## config.mk

```make
export PLATFORM = sky130hd
export DESIGN_NAME = vfap_front
export DESIGN_NICKNAME = d
export VERILOG_FILES = /design/src/hdl/vfap_pkg.sv /design/src/hdl/vfap_front.sv
export SDC_FILE = /design/constraint.sdc
export NUM_CORES = 1
export LEC_CHECK = 0
export ABC_AREA = 1
export BUFFER_PORTS_ARGS = -buffer_cell sky130_fd_sc_hd__buf_4
export CORE_UTILIZATION = 45
export DETAILED_ROUTE_END_ITERATION = 16
export PLACE_DENSITY = 0.88
export SLEW_MARGIN = 20
export SYNTH_ARGS = -nofsm -noshare
export SYNTH_HDL_FRONTEND = slang
export SYNTH_SLANG_ARGS = --single-unit
```

## constraint.sdc

```tcl
create_clock -name clk -period 4.5 [get_ports clk]
set_clock_uncertainty 0.1 [all_clocks]
set_input_delay 0.675 -clock clk [delete_from_list [all_inputs] [get_ports clk]]
set_output_delay 0.675 -clock clk [all_outputs]
set_load 0.01 [all_outputs]
```

## src/hdl/vfap_pkg.sv

```systemverilog
// Shared types and constants for the voice frame admission policer.
package vfap_pkg;

  localparam int ID_W      = 6;
  localparam int ID_COUNT  = 2 ** ID_W;
  localparam int TIME_W    = 32;
  localparam int COUNT_W   = 11;
  localparam int PAYLOAD_W = 12;
  localparam int CFG_IDX_W = 3;
  localparam int CFG_DATA_W = 16;

  localparam logic [COUNT_W-1:0] COUNT_MAX = '1;

  // Register indexes on the configuration port
  localparam logic [CFG_IDX_W-1:0] REG_MAX_FRAMES   = 3'd0;
  localparam logic [CFG_IDX_W-1:0] REG_WINDOW       = 3'd1;
  localparam logic [CFG_IDX_W-1:0] REG_CHAN_HOLD    = 3'd2;
  localparam logic [CFG_IDX_W-1:0] REG_NOISE_WINDOW = 3'd3;
  localparam logic [CFG_IDX_W-1:0] REG_MAX_PAYLOAD  = 3'd4;

  // Register reset values
  localparam logic [9:0]  RST_MAX_FRAMES   = 10'd100;
  localparam logic [15:0] RST_WINDOW       = 16'd1000;
  localparam logic [15:0] RST_CHAN_HOLD    = 16'd300;
  localparam logic [15:0] RST_NOISE_WINDOW = 16'd250;
  localparam logic [11:0] RST_MAX_PAYLOAD  = 12'd1275;

  typedef enum logic [2:0] {
    V_ADMIT   = 3'd0,
    V_UNKNOWN = 3'd1,
    V_DEAD    = 3'd2,
    V_RATE    = 3'd3,
    V_PAYLOAD = 3'd4,
    V_NOPAWN  = 3'd5
  } verdict_t;

  typedef enum logic [1:0] {
    R_NONE    = 2'd0,
    R_NORADIO = 2'd1,
    R_BUSY    = 2'd2,
    R_GRANT   = 2'd3
  } radio_t;

  typedef struct packed {
    logic [9:0]  max_frames;
    logic [15:0] window_ticks;
    logic [15:0] chan_hold_ticks;
    logic [15:0] noise_window_ticks;
    logic [11:0] max_payload;
  } cfg_t;

  // Classified frame as it waits in the queue
  typedef struct packed {
    logic [ID_W-1:0]   speaker_id;
    logic [TIME_W-1:0] now_ticks;
    verdict_t          early_verdict;
    logic              payload_bad;
    logic              no_pawn;
    logic              wants_radio;
    logic              usable_radio;
  } item_t;

  // Per-speaker rate and noise bookkeeping row
  typedef struct packed {
    logic [TIME_W-1:0]  window_start;
    logic [COUNT_W-1:0] frame_count;
    logic               noise_seen;
  } stat_t;

endpackage

```

## src/hdl/vfap_front.sv

```systemverilog
// Front end: accept frames, run the stateless checks, queue them for the back end.
module vfap_front (
  input  logic                            clk,
  input  logic                            rst_n,
  input  vfap_pkg::cfg_t                  cfg,
  input  logic                            hold_off,
  input  logic                            in_valid,
  output logic                            in_ready,
  input  logic [vfap_pkg::ID_W-1:0]       in_speaker_id,
  input  logic [vfap_pkg::TIME_W-1:0]     in_now_ticks,
  input  logic                            in_sender_known,
  input  logic                            in_speaker_dead,
  input  logic [vfap_pkg::PAYLOAD_W-1:0]  in_payload_bytes,
  input  logic                            in_has_pawn,
  input  logic                            in_wants_radio,
  input  logic                            in_has_usable_radio,
  output logic                            q_valid,
  output vfap_pkg::item_t                 q_item,
  input  logic                            q_pop
);
  import vfap_pkg::*;

  item_t       cls_item;
  item_t       q_mem_r [2];
  logic        wr_ptr_r, wr_ptr_nxt;
  logic        rd_ptr_r, rd_ptr_nxt;
  logic [1:0]  q_cnt_r, q_cnt_nxt;
  logic        push;

  // Classify: sender checks decide early, payload and pawn are flagged
  always_comb begin
    cls_item.speaker_id   = in_speaker_id;
    cls_item.now_ticks    = in_now_ticks;
    cls_item.payload_bad  = (in_payload_bytes == '0) || (in_payload_bytes > cfg.max_payload);
    cls_item.no_pawn      = !in_has_pawn;
    cls_item.wants_radio  = in_wants_radio;
    cls_item.usable_radio = in_has_usable_radio;
    if (!in_sender_known) begin
      cls_item.early_verdict = V_UNKNOWN;
    end else if (in_speaker_dead) begin
      cls_item.early_verdict = V_DEAD;
    end else begin
      cls_item.early_verdict = V_ADMIT;
    end
  end

  assign in_ready = (q_cnt_r != 2'd2) && !hold_off;
  assign push     = in_valid && in_ready;
  assign q_valid  = (q_cnt_r != 2'd0);
  assign q_item   = q_mem_r[rd_ptr_r];

  // Advance queue pointers and occupancy
  always_comb begin
    wr_ptr_nxt = wr_ptr_r ^ push;
    rd_ptr_nxt = rd_ptr_r ^ q_pop;
    q_cnt_nxt  = q_cnt_r + {1'b0, push} - {1'b0, q_pop};
  end

  always_ff @(posedge clk) begin
    if (!rst_n) begin
      wr_ptr_r <= 1'b0;
      rd_ptr_r <= 1'b0;
      q_cnt_r  <= 2'd0;
    end else begin
      wr_ptr_r <= wr_ptr_nxt;
      rd_ptr_r <= rd_ptr_nxt;
      q_cnt_r  <= q_cnt_nxt;
    end
  end

  // Store the classified item
  always_ff @(posedge clk) begin
    if (push) begin
      q_mem_r[wr_ptr_r] <= cls_item;
    end
  end

endmodule

```

==> impl_results.html <==
<table>
<tr><th>Metric</th><th>Value</th></tr>
<tr><th colspan="2">Synth</th></tr>
<tr><td>Synth top area share</td><td>0.660</td></tr>
<tr><td>Register area share after synthesis</td><td>0.685</td></tr>
<tr><td>Most frequent cells after synthesis</td><td>sky130_fd_sc_hd__edfxtp_1, sky130_fd_sc_hd__mux2_4, sky130_fd_sc_hd__inv_1</td></tr>
<tr><td>Syn Inst Count</td><td>~230</td></tr>
<tr><td>Prevailing post-synth register cell</td><td>sky130_fd_sc_hd__edfxtp_1</td></tr>
<tr><td>Yosys warning total</td><td>0</td></tr>
<tr><td>Post-Synthesis Net Count</td><td>380</td></tr>
<tr><td>Mean instance size in the synthesized netlist</td><td>17.1 um^2</td></tr>
<tr><td>Cell types occupying the most area after synthesis</td><td>sky130_fd_sc_hd__edfxtp_1, sky130_fd_sc_hd__mux2_4, sky130_fd_sc_hd__ha_1</td></tr>
<tr><td>Number of distinct library cell variants in the gate-level netlist after synthesis</td><td>19</td></tr>
<tr><td>Cell type with the largest total area after synthesis</td><td>sky130_fd_sc_hd__edfxtp_1</td></tr>
<tr><td>Count of flip-flops with a built-in enable after synthesis</td><td>around 90</td></tr>
<tr><td>Yosys reg bits</td><td>93</td></tr>
<tr><td>Mapped cell area</td><td>4010 um^2</td></tr>
<tr><td>Share of flip-flops with an asynchronous set or reset</td><td>0</td></tr>
<tr><td>Most common cell in the netlist</td><td>sky130_fd_sc_hd__edfxtp_1</td></tr>
<tr><th colspan="2">Run status</th></tr>
<tr><td>Run status</td><td>complete, no violations</td></tr>
<tr><th colspan="2">CTS</th></tr>
<tr><td>Clock slew at the register clock pins of the worst setup and hold paths</td><td>roughly 80 ps</td></tr>
<tr><td>Clk sink count</td><td>93</td></tr>
<tr><td>Post-CTS setup buffers</td><td>0</td></tr>
<tr><td>Worst skew pair latency</td><td>roughly 340 ps</td></tr>
<tr><td>Clock tree from TritonCTS</td><td>yes</td></tr>
<tr><td>Cells resized by post-CTS repair</td><td>0</td></tr>
<tr><td>H-tree level count</td><td>3</td></tr>
<tr><td>Maximum number of buffers from clock root to sink</td><td>2</td></tr>
<tr><td>CTS Hold Buffers Added</td><td>0</td></tr>
<tr><td>Cts bufs inserted</td><td>9</td></tr>
<tr><td>Root cell of the clock tree</td><td>sky130_fd_sc_hd__clkbuf_8</td></tr>
<tr><th colspan="2">Worst setup path</th></tr>
<tr><td>Critical path's largest stage delay</td><td>between 800 and 900 ps</td></tr>
<tr><td>CP most frequent cell</td><td>sky130_fd_sc_hd__buf_4</td></tr>
<tr><td>Worst Setup End Kind</td><td>primary output</td></tr>
<tr><td>Largest fanout of any net on the critical path</td><td>24</td></tr>
<tr><td>Data arrival time of the critical path</td><td>between 2000 and 2500 ps</td></tr>
<tr><td>Startpoint Class</td><td>flop</td></tr>
<tr><td>Critical-path cell list</td><td>buf_4, mux2_2, buf_4</td></tr>
<tr><td>Worst setup path category</td><td>flop to primary output</td></tr>
<tr><td>Cell at the slowest stage of the critical path</td><td>sky130_fd_sc_hd__dfxtp_2</td></tr>
<tr><td>Data required time of the worst path</td><td>between 3000 and 4000 ps</td></tr>
<tr><th colspan="2">Detailed routing</th></tr>
<tr><td>WL/cell</td><td>approximately 14 um</td></tr>
<tr><td>Router iterations before antenna repair</td><td>4</td></tr>
<tr><td>DRC violation total after the first TritonRoute iteration</td><td>between 50 and 60</td></tr>
<tr><td>Via density per instance</td><td>4.74</td></tr>
<tr><td>Total number of vias</td><td>around 2200</td></tr>
<tr><td># DRC</td><td>0</td></tr>
<tr><td>DRT antenna net count</td><td>0</td></tr>
<tr><td>Post-Route WL</td><td>around 6500 um</td></tr>
<tr><th colspan="2">Job</th></tr>
<tr><td>MaxCap Viol Count</td><td>0</td></tr>
<tr><th colspan="2">Placement</th></tr>
<tr><td>Worst slack, placed</td><td>1840 ps</td></tr>
<tr><td>Hpwl dp</td><td>around 4600 um</td></tr>
<tr><td>IO buf count</td><td>approximately 120</td></tr>
<tr><td>Final weighted congestion in routability-driven placement</td><td>between 0.7 and 0.8</td></tr>
<tr><th colspan="2">Die</th></tr>
<tr><td>Die boundary width</td><td>about 96 um</td></tr>
<tr><td>Area of the placeable core</td><td>~8700 um^2</td></tr>
<tr><td>Initial standard-cell utilization of the core</td><td>0.462</td></tr>
<tr><td>I/O pin total</td><td>around 180</td></tr>
<tr><td>Total die area</td><td>just over 9000 um^2</td></tr>
<tr><td>Number of core rows</td><td>34</td></tr>
<tr><td>Die boundary height</td><td>between 90 and 100 um</td></tr>
<tr><th colspan="2">STA</th></tr>
<tr><td>Fmax</td><td>between 300 and 400 MHz</td></tr>
<tr><td>Max-slew violation count</td><td>0</td></tr>
<tr><td>Slew at the pin closest to its max-slew limit</td><td>810 ps</td></tr>
<tr><td>Post-layout min period</td><td>approximately 3000 ps</td></tr>
<tr><td>Hold violation count in the final report</td><td>0</td></tr>
<tr><td>Final setup violation count</td><td>0</td></tr>
<tr><td>Worst setup margin</td><td>between 1500 and 2000 ps</td></tr>
<tr><td>Slew Limit Headroom</td><td>0.460</td></tr>
<tr><td>RSZ-0062 raised after global routing</td><td>no</td></tr>
<tr><td>Part of the cycle the worst path needs</td><td>0.666</td></tr>
<tr><td>Total negative slack</td><td>0 ps</td></tr>
<tr><th colspan="2">Power and ir drop</th></tr>
<tr><td>Maximum vdd drop</td><td>around 0.00021 V</td></tr>
<tr><td>Power density relative to cell area</td><td>around 360 nW/um^2</td></tr>
<tr><td>Leakage power total</td><td>2.22 nW</td></tr>
<tr><th colspan="2">GRT</th></tr>
<tr><td>Wire length of the first global-routing pass</td><td>between 9000 and 10000 um</td></tr>
<tr><td>Total grt overflow</td><td>0</td></tr>
<tr><td>Antenna violations before repair</td><td>0</td></tr>
<tr><td>Pin count of the biggest net entering global routing</td><td>45</td></tr>
<tr><td>Vias in the first global route</td><td>2172</td></tr>
<tr><td>Total routing usage reported by global routing</td><td>0.144</td></tr>
<tr><th colspan="2">Finish</th></tr>
<tr><td>Nets</td><td>a little over 500</td></tr>
<tr><td>Antenna diode instance count</td><td>0</td></tr>
<tr><td>P&amp;R area growth vs syn</td><td>28.9%</td></tr>
<tr><td>Ratio of cells with drive above 1 in the final layout</td><td>0.500</td></tr>
<tr><th colspan="2">Min path</th></tr>
<tr><td>Type of the worst min-delay path</td><td>flop to flop</td></tr>
</table>
[per-stage QoR]
stage | std cells | hold WS [ps] | util | area, um^2 | power, mW
final | 470 | 398 | 0.595 | 5160 | 1.88
after CTS | 470 | 382 | 0.593 | 5140 | 1.91
after floorplan | 234 | 358 | - | 4010 | 1.21
after global routing | 470 | 377 | 0.595 | 5160 | 1.97
after detailed placement | 454 | 382 | 0.568 | 4930 | 1.34
after global placement | 454 | 371 | 0.568 | 4930 | 1.33
[final cells by class]
cell class	instances	area (um^2)
multi-input combinational	104	1070
fill	663	3520
clock inverter	7	85.1
timing repair buffer	118	886
clock buffer	9	124
inverter	31	116
sequential	93	2740
tap	108	135
[layer usage]
layer	part of all wire	global-route usage	vias to the layer above
met1	0.38	0.153	1061
li1	-	-	1084
met2	0.53	0.258	77
met5	0	0	-
met4	0.011	0.0588	0
met3	0.072	0.0490	7
[kinds of logic (layout without fill, tap and decap cells)]
kind of cell / count (synthesis) / in the layout / synth area share
DFF: 93 / 93 / 0.685
muxes: 44 / 44 / 0.161
buffers and inverters: 37 / 165 / 0.0537
and+or+nand+nor: 34 / 34 / 0.0356
adders and majority gates: 16 / 16 / 0.0500
AOI/OAI and AO/OA: 7 / 7 / 0.00937
xor gates and xnor gates: 2 / 2 / 0.00437
other: 1 / 1 / 0.000936
[sequential cells by signal (all words and copies together) (netlist names), named ones only]
| signal | count |
|---|---|
| q_mem_r | 88 |
| q_cnt_r | 2 |
| rd_ptr_r | 1 |
| wr_ptr_r | 1 |
[critical path: cells and delay by family, from the launching register on]
kind | cells | cell delay, ps
DFF | 1 | 860
buffers and inverters | 2 | 610
muxes | 1 | 380
[where the power goes]
part / switching, mW / internal, mW / leakage, nW / total (mW)
registers: 0.0234 / 0.996 / 0.847 / 1.02
logic: 0.121 / 0.176 / 1.27 / 0.297
clock network: 0.299 / 0.265 / 0.103 / 0.564
total: 0.443 / 1.44 / 2.22 / 1.88
[path summary, 6_finish.rpt]
path | startpoint | end | slack (ps) | cells after the start
max | flop | q_item[0] | 1500 | 3
min | q_cnt_r[1] | q_cnt_r[1] | 400 | 2
max reg2reg | q_cnt_r[0] | q_mem_r[1][29] | 2610 | 5
min reg2reg | q_cnt_r[1] | q_cnt_r[1] | 400 | 2
[cell usage in the layout (no fill, tap or decap), types with 2 or more instances in the layout]
master	synthesis	layout
sky130_fd_sc_hd__ha_4	0	2
sky130_fd_sc_hd__dfxtp_1	5	4
sky130_fd_sc_hd__nand3_1	2	2
sky130_fd_sc_hd__inv_1	31	31
sky130_fd_sc_hd__nor2_1	5	5
sky130_fd_sc_hd__a21oi_1	5	5
sky130_fd_sc_hd__mux2_2	4	4
sky130_fd_sc_hd__nand4_1	2	2
sky130_fd_sc_hd__xnor2_1	2	2
sky130_fd_sc_hd__ha_1	16	14
sky130_fd_sc_hd__edfxtp_1	88	88
sky130_fd_sc_hd__mux2_4	40	40
sky130_fd_sc_hd__inv_6	0	2
sky130_fd_sc_hd__nand2_1	22	22
sky130_fd_sc_hd__clkbuf_8	0	9
sky130_fd_sc_hd__buf_4	1	118
sky130_fd_sc_hd__nor4_1	3	3
(Power assumes the default switching activity.)
