**src/hdl/vfap_pkg.sv**
```systemverilog
// Shared types and constants for the voice frame admission policer.
package vfap_pkg;

  localparam int ID_W      = 6;
  localparam int ID_COUNT  = 2 ** ID_W;
  localparam int TIME_W    = 32;
  localparam int COUNT_W   = 11;
  localparam int PAYLOAD_W = 12;
  localparam int CFG_IDX_W = 3;
  localparam int CFG_DATA_W = 16;

  localparam logic [COUNT_W-1:0] COUNT_MAX = '1;

  // Register indexes on the configuration port
  localparam logic [CFG_IDX_W-1:0] REG_MAX_FRAMES   = 3'd0;
  localparam logic [CFG_IDX_W-1:0] REG_WINDOW       = 3'd1;
  localparam logic [CFG_IDX_W-1:0] REG_CHAN_HOLD    = 3'd2;
  localparam logic [CFG_IDX_W-1:0] REG_NOISE_WINDOW = 3'd3;
  localparam logic [CFG_IDX_W-1:0] REG_MAX_PAYLOAD  = 3'd4;

  // Register reset values
  localparam logic [9:0]  RST_MAX_FRAMES   = 10'd100;
  localparam logic [15:0] RST_WINDOW       = 16'd1000;
  localparam logic [15:0] RST_CHAN_HOLD    = 16'd300;
  localparam logic [15:0] RST_NOISE_WINDOW = 16'd250;
  localparam logic [11:0] RST_MAX_PAYLOAD  = 12'd1275;

  typedef enum logic [2:0] {
    V_ADMIT   = 3'd0,
    V_UNKNOWN = 3'd1,
    V_DEAD    = 3'd2,
    V_RATE    = 3'd3,
    V_PAYLOAD = 3'd4,
    V_NOPAWN  = 3'd5
  } verdict_t;

  typedef enum logic [1:0] {
    R_NONE    = 2'd0,
    R_NORADIO = 2'd1,
    R_BUSY    = 2'd2,
    R_GRANT   = 2'd3
  } radio_t;

  typedef struct packed {
    logic [9:0]  max_frames;
    logic [15:0] window_ticks;
    logic [15:0] chan_hold_ticks;
    logic [15:0] noise_window_ticks;
    logic [11:0] max_payload;
  } cfg_t;

  // Classified frame as it waits in the queue
  typedef struct packed {
    logic [ID_W-1:0]   speaker_id;
    logic [TIME_W-1:0] now_ticks;
    verdict_t          early_verdict;
    logic              payload_bad;
    logic              no_pawn;
    logic              wants_radio;
    logic              usable_radio;
  } item_t;

  // Per-speaker rate and noise bookkeeping row
  typedef struct packed {
    logic [TIME_W-1:0]  window_start;
    logic [COUNT_W-1:0] frame_count;
    logic               noise_seen;
  } stat_t;

endpackage

```
**src/hdl/vfap_ram.sv**
```systemverilog
// Generic single-write, single-read RAM with registered read data.
module vfap_ram #(
  parameter int WIDTH = 8,
  parameter int DEPTH = 64
) (
  input  logic                     clk,
  input  logic                     we,
  input  logic [$clog2(DEPTH)-1:0] waddr,
  input  logic [WIDTH-1:0]         wdata,
  input  logic                     re,
  input  logic [$clog2(DEPTH)-1:0] raddr,
  output logic [WIDTH-1:0]         rdata
);

  logic [WIDTH-1:0] mem_r [DEPTH];
  logic [WIDTH-1:0] rdata_r;

  // Write port
  always_ff @(posedge clk) begin
    if (we) begin
      mem_r[waddr] <= wdata;
    end
  end

  // Registered read port
  always_ff @(posedge clk) begin
    if (re) begin
      rdata_r <= mem_r[raddr];
    end
  end

  assign rdata = rdata_r;

endmodule

```
**src/hdl/vfap_back.sv**
```systemverilog
// Back end: per-speaker rate window, radio channel, noise throttle and result register.
module vfap_back #(
  parameter int SPEAKERS = 64
) (
  input  logic                  clk,
  input  logic                  rst_n,
  input  vfap_pkg::cfg_t        cfg,
  input  logic                  q_valid,
  input  vfap_pkg::item_t       q_item,
  output logic                  q_pop,
  output logic                  clearing,
  output logic                  out_valid,
  input  logic                  out_ready,
  output logic [2:0]            out_verdict,
  output logic [1:0]            out_radio_status,
  output logic                  out_report_noise,
  output logic                  out_noise_on_radio
);
  import vfap_pkg::*;

  localparam int SW = $clog2(SPEAKERS);

  typedef enum logic [3:0] {
    S_CLEAR = 4'b0001,
    S_IDLE  = 4'b0010,
    S_RATE  = 4'b0100,
    S_DONE  = 4'b1000
  } state_t;

  state_t             state_r, state_nxt;
  logic [SW-1:0]      clr_idx_r, clr_idx_nxt;
  logic [SW-1:0]      slot_lut [ID_COUNT];
  logic [SW-1:0]      slot_r;
  item_t              cur_r;

  stat_t              stat_rd, stat_wr;
  logic [TIME_W-1:0]  noise_rd;
  logic               stat_we, noise_we, rd_en;
  logic [SW-1:0]      stat_waddr;

  logic [TIME_W-1:0]  win_diff, noise_diff, chan_diff;
  logic               new_win;
  logic [COUNT_W-1:0] cnt_base, cnt_inc;
  logic [TIME_W-1:0]  start_n_r;
  logic [COUNT_W-1:0] cnt_n_r;
  logic               seen_r, noise_hold_r;

  logic               chan_owned_r;
  logic [ID_W-1:0]    chan_owner_r;
  logic [TIME_W-1:0]  chan_last_r;

  verdict_t           verdict_c;
  radio_t             radio_c;
  logic               admitted, chan_free, noise_fire, done_go, out_free;

  logic               out_valid_r;
  verdict_t           out_verdict_r;
  radio_t             out_radio_r;
  logic               out_noise_r, out_on_radio_r;

  // Speaker id to slot, worked out at elaboration
  for (genvar g = 0; g < ID_COUNT; g++) begin : g_slot
    assign slot_lut[g] = SW'(g % SPEAKERS);
  end

  assign clearing = (state_r == S_CLEAR);
  assign out_free = !out_valid_r || out_ready;
  assign done_go  = (state_r == S_DONE) && out_free;
  assign rd_en    = (state_r == S_IDLE) && q_valid;
  assign q_pop    = rd_en;

  // Sequencer: clear the stat memory, then read, evaluate, write back
  always_comb begin
    state_nxt   = state_r;
    clr_idx_nxt = clr_idx_r;
    unique case (state_r)
      S_CLEAR: begin
        clr_idx_nxt = clr_idx_r + 1'b1;
        if (clr_idx_r == SW'(SPEAKERS - 1)) begin
          state_nxt = S_IDLE;
        end
      end
      S_IDLE: begin
        if (q_valid) begin
          state_nxt = S_RATE;
        end
      end
      S_RATE: state_nxt = S_DONE;
      S_DONE: begin
        if (out_free) begin
          state_nxt = S_IDLE;
        end
      end
      default: state_nxt = S_CLEAR;
    endcase
  end

  always_ff @(posedge clk) begin
    if (!rst_n) begin
      state_r   <= S_CLEAR;
      clr_idx_r <= '0;
    end else begin
      state_r   <= state_nxt;
      clr_idx_r <= clr_idx_nxt;
    end
  end

  // Latch the item being worked on
  always_ff @(posedge clk) begin
    if (rd_en) begin
      cur_r  <= q_item;
      slot_r <= slot_lut[q_item.speaker_id];
    end
  end

  // Rate window and noise gap from the row just read
  always_comb begin
    win_diff   = cur_r.now_ticks - stat_rd.window_start;
    new_win    = (win_diff >= {16'b0, cfg.window_ticks});
    cnt_base   = new_win ? '0 : stat_rd.frame_count;
    cnt_inc    = (cnt_base == COUNT_MAX) ? cnt_base : cnt_base + 1'b1;
    noise_diff = cur_r.now_ticks - noise_rd;
  end

  always_ff @(posedge clk) begin
    if (state_r == S_RATE) begin
      start_n_r    <= new_win ? cur_r.now_ticks : stat_rd.window_start;
      cnt_n_r      <= cnt_inc;
      seen_r       <= stat_rd.noise_seen;
      noise_hold_r <= stat_rd.noise_seen && (noise_diff < {16'b0, cfg.noise_window_ticks});
    end
  end

  // Final verdict, radio channel and noise decision
  always_comb begin
    chan_diff = cur_r.now_ticks - chan_last_r;
    chan_free = !chan_owned_r || (chan_owner_r == cur_r.speaker_id) ||
                (chan_diff > {16'b0, cfg.chan_hold_ticks});
    priority if (cur_r.early_verdict != V_ADMIT) begin
      verdict_c = cur_r.early_verdict;
    end else if (cnt_n_r > {1'b0, cfg.max_frames}) begin
      verdict_c = V_RATE;
    end else if (cur_r.payload_bad) begin
      verdict_c = V_PAYLOAD;
    end else if (cur_r.no_pawn) begin
      verdict_c = V_NOPAWN;
    end else begin
      verdict_c = V_ADMIT;
    end
    admitted = (verdict_c == V_ADMIT);
    priority if (!admitted || !cur_r.wants_radio) begin
      radio_c = R_NONE;
    end else if (!cur_r.usable_radio) begin
      radio_c = R_NORADIO;
    end else if (!chan_free) begin
      radio_c = R_BUSY;
    end else begin
      radio_c = R_GRANT;
    end
    noise_fire = admitted && !noise_hold_r;
  end

  // Memory writes: clearing sweep or write-back of a counted frame
  always_comb begin
    stat_we    = clearing || (done_go && (cur_r.early_verdict == V_ADMIT));
    stat_waddr = clearing ? clr_idx_r : slot_r;
    if (clearing) begin
      stat_wr = '0;
    end else begin
      stat_wr.window_start = start_n_r;
      stat_wr.frame_count  = cnt_n_r;
      stat_wr.noise_seen   = seen_r || noise_fire;
    end
    noise_we = done_go && noise_fire;
  end

  vfap_ram #(
    .WIDTH ($bits(stat_t)),
    .DEPTH (SPEAKERS)
  ) u_stat_ram (
    .clk   (clk),
    .we    (stat_we),
    .waddr (stat_waddr),
    .wdata (stat_wr),
    .re    (rd_en),
    .raddr (slot_lut[q_item.speaker_id]),
    .rdata (stat_rd)
  );

  vfap_ram #(
    .WIDTH (TIME_W),
    .DEPTH (SPEAKERS)
  ) u_noise_ram (
    .clk   (clk),
    .we    (noise_we),
    .waddr (slot_r),
    .wdata (cur_r.now_ticks),
    .re    (rd_en),
    .raddr (slot_lut[q_item.speaker_id]),
    .rdata (noise_rd)
  );

  // Half-duplex channel ownership
  always_ff @(posedge clk) begin
    if (!rst_n) begin
      chan_owned_r <= 1'b0;
      chan_owner_r <= '0;
      chan_last_r  <= '0;
    end else if (done_go && (radio_c == R_GRANT)) begin
      chan_owned_r <= 1'b1;
      chan_owner_r <= cur_r.speaker_id;
      chan_last_r  <= cur_r.now_ticks;
    end
  end

  // Result register
  always_ff @(posedge clk) begin
    if (!rst_n) begin
      out_valid_r <= 1'b0;
    end else if (done_go) begin
      out_valid_r <= 1'b1;
    end else if (out_ready) begin
      out_valid_r <= 1'b0;
    end
  end

  always_ff @(posedge clk) begin
    if (done_go) begin
      out_verdict_r  <= verdict_c;
      out_radio_r    <= radio_c;
      out_noise_r    <= noise_fire;
      out_on_radio_r <= noise_fire && (radio_c == R_GRANT);
    end
  end

  assign out_valid          = out_valid_r;
  assign out_verdict        = out_verdict_r;
  assign out_radio_status   = out_radio_r;
  assign out_report_noise   = out_noise_r;
  assign out_noise_on_radio = out_on_radio_r;

  a_stat_we_state: assert property (@(posedge clk) disable iff (!rst_n)
    stat_we |-> (state_r == S_CLEAR || state_r == S_DONE))
    else $error("stat memory written outside clear or write-back");

  a_result_from_done: assert property (@(posedge clk) disable iff (!rst_n)
    $rose(out_valid_r) |-> $past(state_r == S_DONE))
    else $error("result raised without a finished item");

  a_grant_owner: assert property (@(posedge clk) disable iff (!rst_n)
    (done_go && radio_c == R_GRANT) |=>
      (chan_owned_r && chan_owner_r == $past(cur_r.speaker_id)))
    else $error("granted channel not owned by the speaker");

  a_reject_quiet: assert property (@(posedge clk) disable iff (!rst_n)
    (out_valid_r && out_verdict_r != V_ADMIT) |->
      (out_radio_r == R_NONE && !out_noise_r && !out_on_radio_r))
    else $error("rejected frame carries radio or noise result");

  a_radio_tag: assert property (@(posedge clk) disable iff (!rst_n)
    (out_valid_r && out_on_radio_r) |-> (out_noise_r && out_radio_r == R_GRANT))
    else $error("radio noise tag without report or grant");

endmodule

```
**config.mk**
```make
export PLATFORM = sky130hd
export DESIGN_NAME = vfap_back
export DESIGN_NICKNAME = d
export VERILOG_FILES = /design/src/hdl/vfap_pkg.sv /design/src/hdl/vfap_ram.sv /design/src/hdl/vfap_back.sv
export SDC_FILE = /design/constraint.sdc
export NUM_CORES = 2
export LEC_CHECK = 0
export BUFFER_PORTS_ARGS = -buffer_cell sky130_fd_sc_hd__buf_2
export CORE_AREA = 10 10 828 830
export CTS_BUF_LIST = sky130_fd_sc_hd__clkbuf_4
export DETAILED_ROUTE_END_ITERATION = 7
export DIE_AREA = 0 0 838 840
export GPL_TIMING_DRIVEN = 0
export SYNTH_ARGS = -nofsm -noshare
export SYNTH_HDL_FRONTEND = slang
export SYNTH_HIERARCHICAL = 1
export SYNTH_MEMORY_MAX_BITS = 65536
export SYNTH_SLANG_ARGS = --single-unit
```
**constraint.sdc**
```tcl
create_clock -name clk -period 39.9 [get_ports clk]
set_input_delay 7.98 -clock clk [delete_from_list [all_inputs] [get_ports clk]]
set_output_delay 7.98 -clock clk [all_outputs]
set_load 0.05 [all_outputs]
```
==> results.yml <==
routing:
  drt-total-wl_um: 652000
  route.detailed.drc: 0
  routed_via_density: 5.35
  met1_length_um: 243000
  vias: 113000
  routed.top_layer: "met5"
  wl_met3_um: 79800
  route.met2.wl_um: 298000
  route.detailed.wl_per_inst_um: 30.9
  final_antenna_net_count: 0
  drt_pass1_iterations: 7
  first_iter_violations: 17000
run_status:
  outcome: "finished, violations left"
  failed_checks: "max-capacitance violations, max-slew violations"
timing:
  setup_tns_ps: 0
  setup_viol: 0
  relSlewSlack: -0.139
  slew_viol_final: 17
  rsz0062_at_grt: "no"
  finalHoldViolCount: 0
  fin_crit_sh: 0.466
  skew_ps: 203
  fmax_mhz: 53.8
  post-route-min-period_ps: 18590
  worstMarginPinSlew_ps: 1700
critical_path:
  crit_arrival_ps: 10610
  start_kind: "input pin"
  worst-endpoint-required_ps: 31920
  worstPathMaxFanout: 9
  crit_type: "in -> out"
  startpoint: "q_valid"
  rr_startpoint: "cur_r[7]$_DFFE_PP_"
  worstSetupEndpointType: "output port"
clock_network:
  post_cts_buffers: 0
  clock_latency_ps: 1790
  hold_buffers: 0
  cts.sink_count: 5087
  cts_root_buffer: "clkbuf_4"
  cts_buffer_depth: 5
  cts_tree: "yes"
  ctsResizeCount: 0
  h-tree-depth: 7
  cts_made_buffers: 1339
  clkTransAtPathRegs_ps: 60
cells_and_area:
  multi_input_area_mm2: 0.0461
  final_cells: 21100
  n_fill_cell: 62300
  layout.area.seq_mm2: 0.152
  stdcell_area_mm2: 0.237
  final_nets: 11600
  syn2layout_area_growth_pct: 18.6
  drive_gt1_frac: 0.344
synthesis:
  synth_top_area_share: 0.756
  synth_cells: 9473
  synth_nets: 9747
  yosysMostFrequentCell: "edfxtp_1"
  yosysSeqAreaShare: 0.761
  synth_commonest_cells: "edfxtp_1 (5037), mux4_2 (1241), nor2_1 (328)"
  avgSynthCellArea_um2: 21.1
  synth.distinct_cells: 82
  yosysWarnings: 6
  synth_area_leaders: "edfxtp_1 (76%), mux4_2 (14%), mux2i_1 (1.0%)"
  synth-edff-count: 5037
  ys_seq_elements: 5087
  synth_area_mm2: 0.200
  synth_ff_type: "edfxtp_1"
  ys_async_sr_fraction: 0
  synth_top_cell_by_area: "edfxtp_1"
global_route:
  grt_start_max_net_pins: 47
  track_usage: 0.181
  first_global_vias: 110000
  antenna_found_initial: 80
  grt_pass1_wl_um: 888000
  grt_overflow: 0
floorplanning:
  row_count: 301
  die_w_um: 838
  die_area_mm2: 0.704
  coreArea_mm2: 0.670
  ios: 129
  die_h_um: 840
  initial_utilization: 0.299
power_and_ir_drop:
  combPwrFrac: 0.070
  p_int_w: 0.00839
  switchingPower_w: 0.00263
  seqPwrFrac: 0.541
  vdd_drop_max_v: 0.0000327
  p_sw_frac: 0.239
  p_clk_frac: 0.389
  p_leak_nw: 77.3
  p_per_area_mw_per_mm2: 46.5
run:
  maxCapViolCount: 5
placed_design:
  port_buffers: 115
  dpl.cell_count: 18900
  place_area_mm2: 0.222
  gp_congestion: 0.903
  place_hpwl_um: 449000
hold_path:
  holdCritStartpoint: "chan_last_r[10]$_SDFFE_PN0P_"
  hold_path.class: "reg -> reg"
through the flow:
step	util	hold WS (ps)	setup WS (ps)	total power, W
after floorplan	-	418	10280	0.00645
after global placement	0.316	444	-2570	0.00679
after detailed placement	0.331	448	21270	0.00684
after CTS	0.354	461	21270	0.0111
after global routing	0.354	480	21130	0.0114
final	0.354	458	21310	0.0110
path summary, 6_finish.rpt:
path | endpoint | slack, ps | depth (start not counted)
max | q_pop | 21310 | 10
min reg2reg | chan_last_r[10]$_SDFFE_PN0P_ | 460 | 2
min | chan_last_r[10]$_SDFFE_PN0P_ | 460 | 2
max reg2reg | cnt_n_r[1]$_DFFE_PP_ | 30910 | 33
worst max-delay path, cell delays in order:
cell,delay [ps]
buf_2,90
nor4b_2,750
buf_4,320
buf_6,190
buf_4,190
buf_4,190
buf_4,190
buf_4,200
buf_4,190
buf_2,290
routing by layer:
layer  GRT usage  vias to the layer above
li1            -                    44400
met3      0.0559                     1303
met2       0.277                     7760
met4      0.0850                       12
met5           0                        -
met1       0.235                    59400
power by group through the flow:
stage | Combinational [W] | Clock (W) | Sequential (W)
floorplan | 0.000363 | 0 | 0.00609
global placement | 0.000676 | 0 | 0.00611
detailed placement | 0.000754 | 0 | 0.00608
CTS | 0.000755 | 0.00438 | 0.00597
global route | 0.000784 | 0.00468 | 0.00597
finish | 0.000769 | 0.00429 | 0.00597
sequential cells by signal, summed over array words and instances, names as in the netlist, 11 cells and up:
register and cells:
cnt_n_r 11, chan_last_r 32, u_noise_ram/rdata 32, u_stat_ram/mem_r 2816
cur_r 39, u_stat_ram/rdata 44, start_n_r 32, u_noise_ram/mem_r 2048
placed cells by master (no fill, tap or decap), types with 70 or more instances in the layout:
cell type     n
nor2_4      126
mux4_2     1241
mux2i_1     205
inv_1       184
clkinv_1    201
clkbuf_4   1883
nor2_1      202
buf_2       239
buf_12      201
a22o_1       70
o22ai_1     186
nand3_1      71
a21oi_1     252
ha_1        152
clkbuf_1    225
a221oi_1     71
edfxtp_1   5037
buf_4       111
nand2_1     224
o21ai_0      89
buf_16      146
cell type report:
type,instances,share of cell area
Antenna cell,36,0.000380
Inverter,184,0.00291
Timing Repair Buffer,521,0.0388
Multi-Input combinational cell,3717,0.194
Sequential cell,5087,0.642
Clock buffer,1883,0.0596
Tap cell,8938,0.0471
Buffer,485,0.00995
Clock inverter,258,0.00516
cells by family after synthesis:
group / share of synthesized area
buf+inv: 0.0152
simple gates: 0.0229
flops: 0.761
xor+xnor: 0.00328
mux: 0.153
compound gates: 0.0349
fa+ha+maj: 0.00981
(Power assumes the default switching activity.)
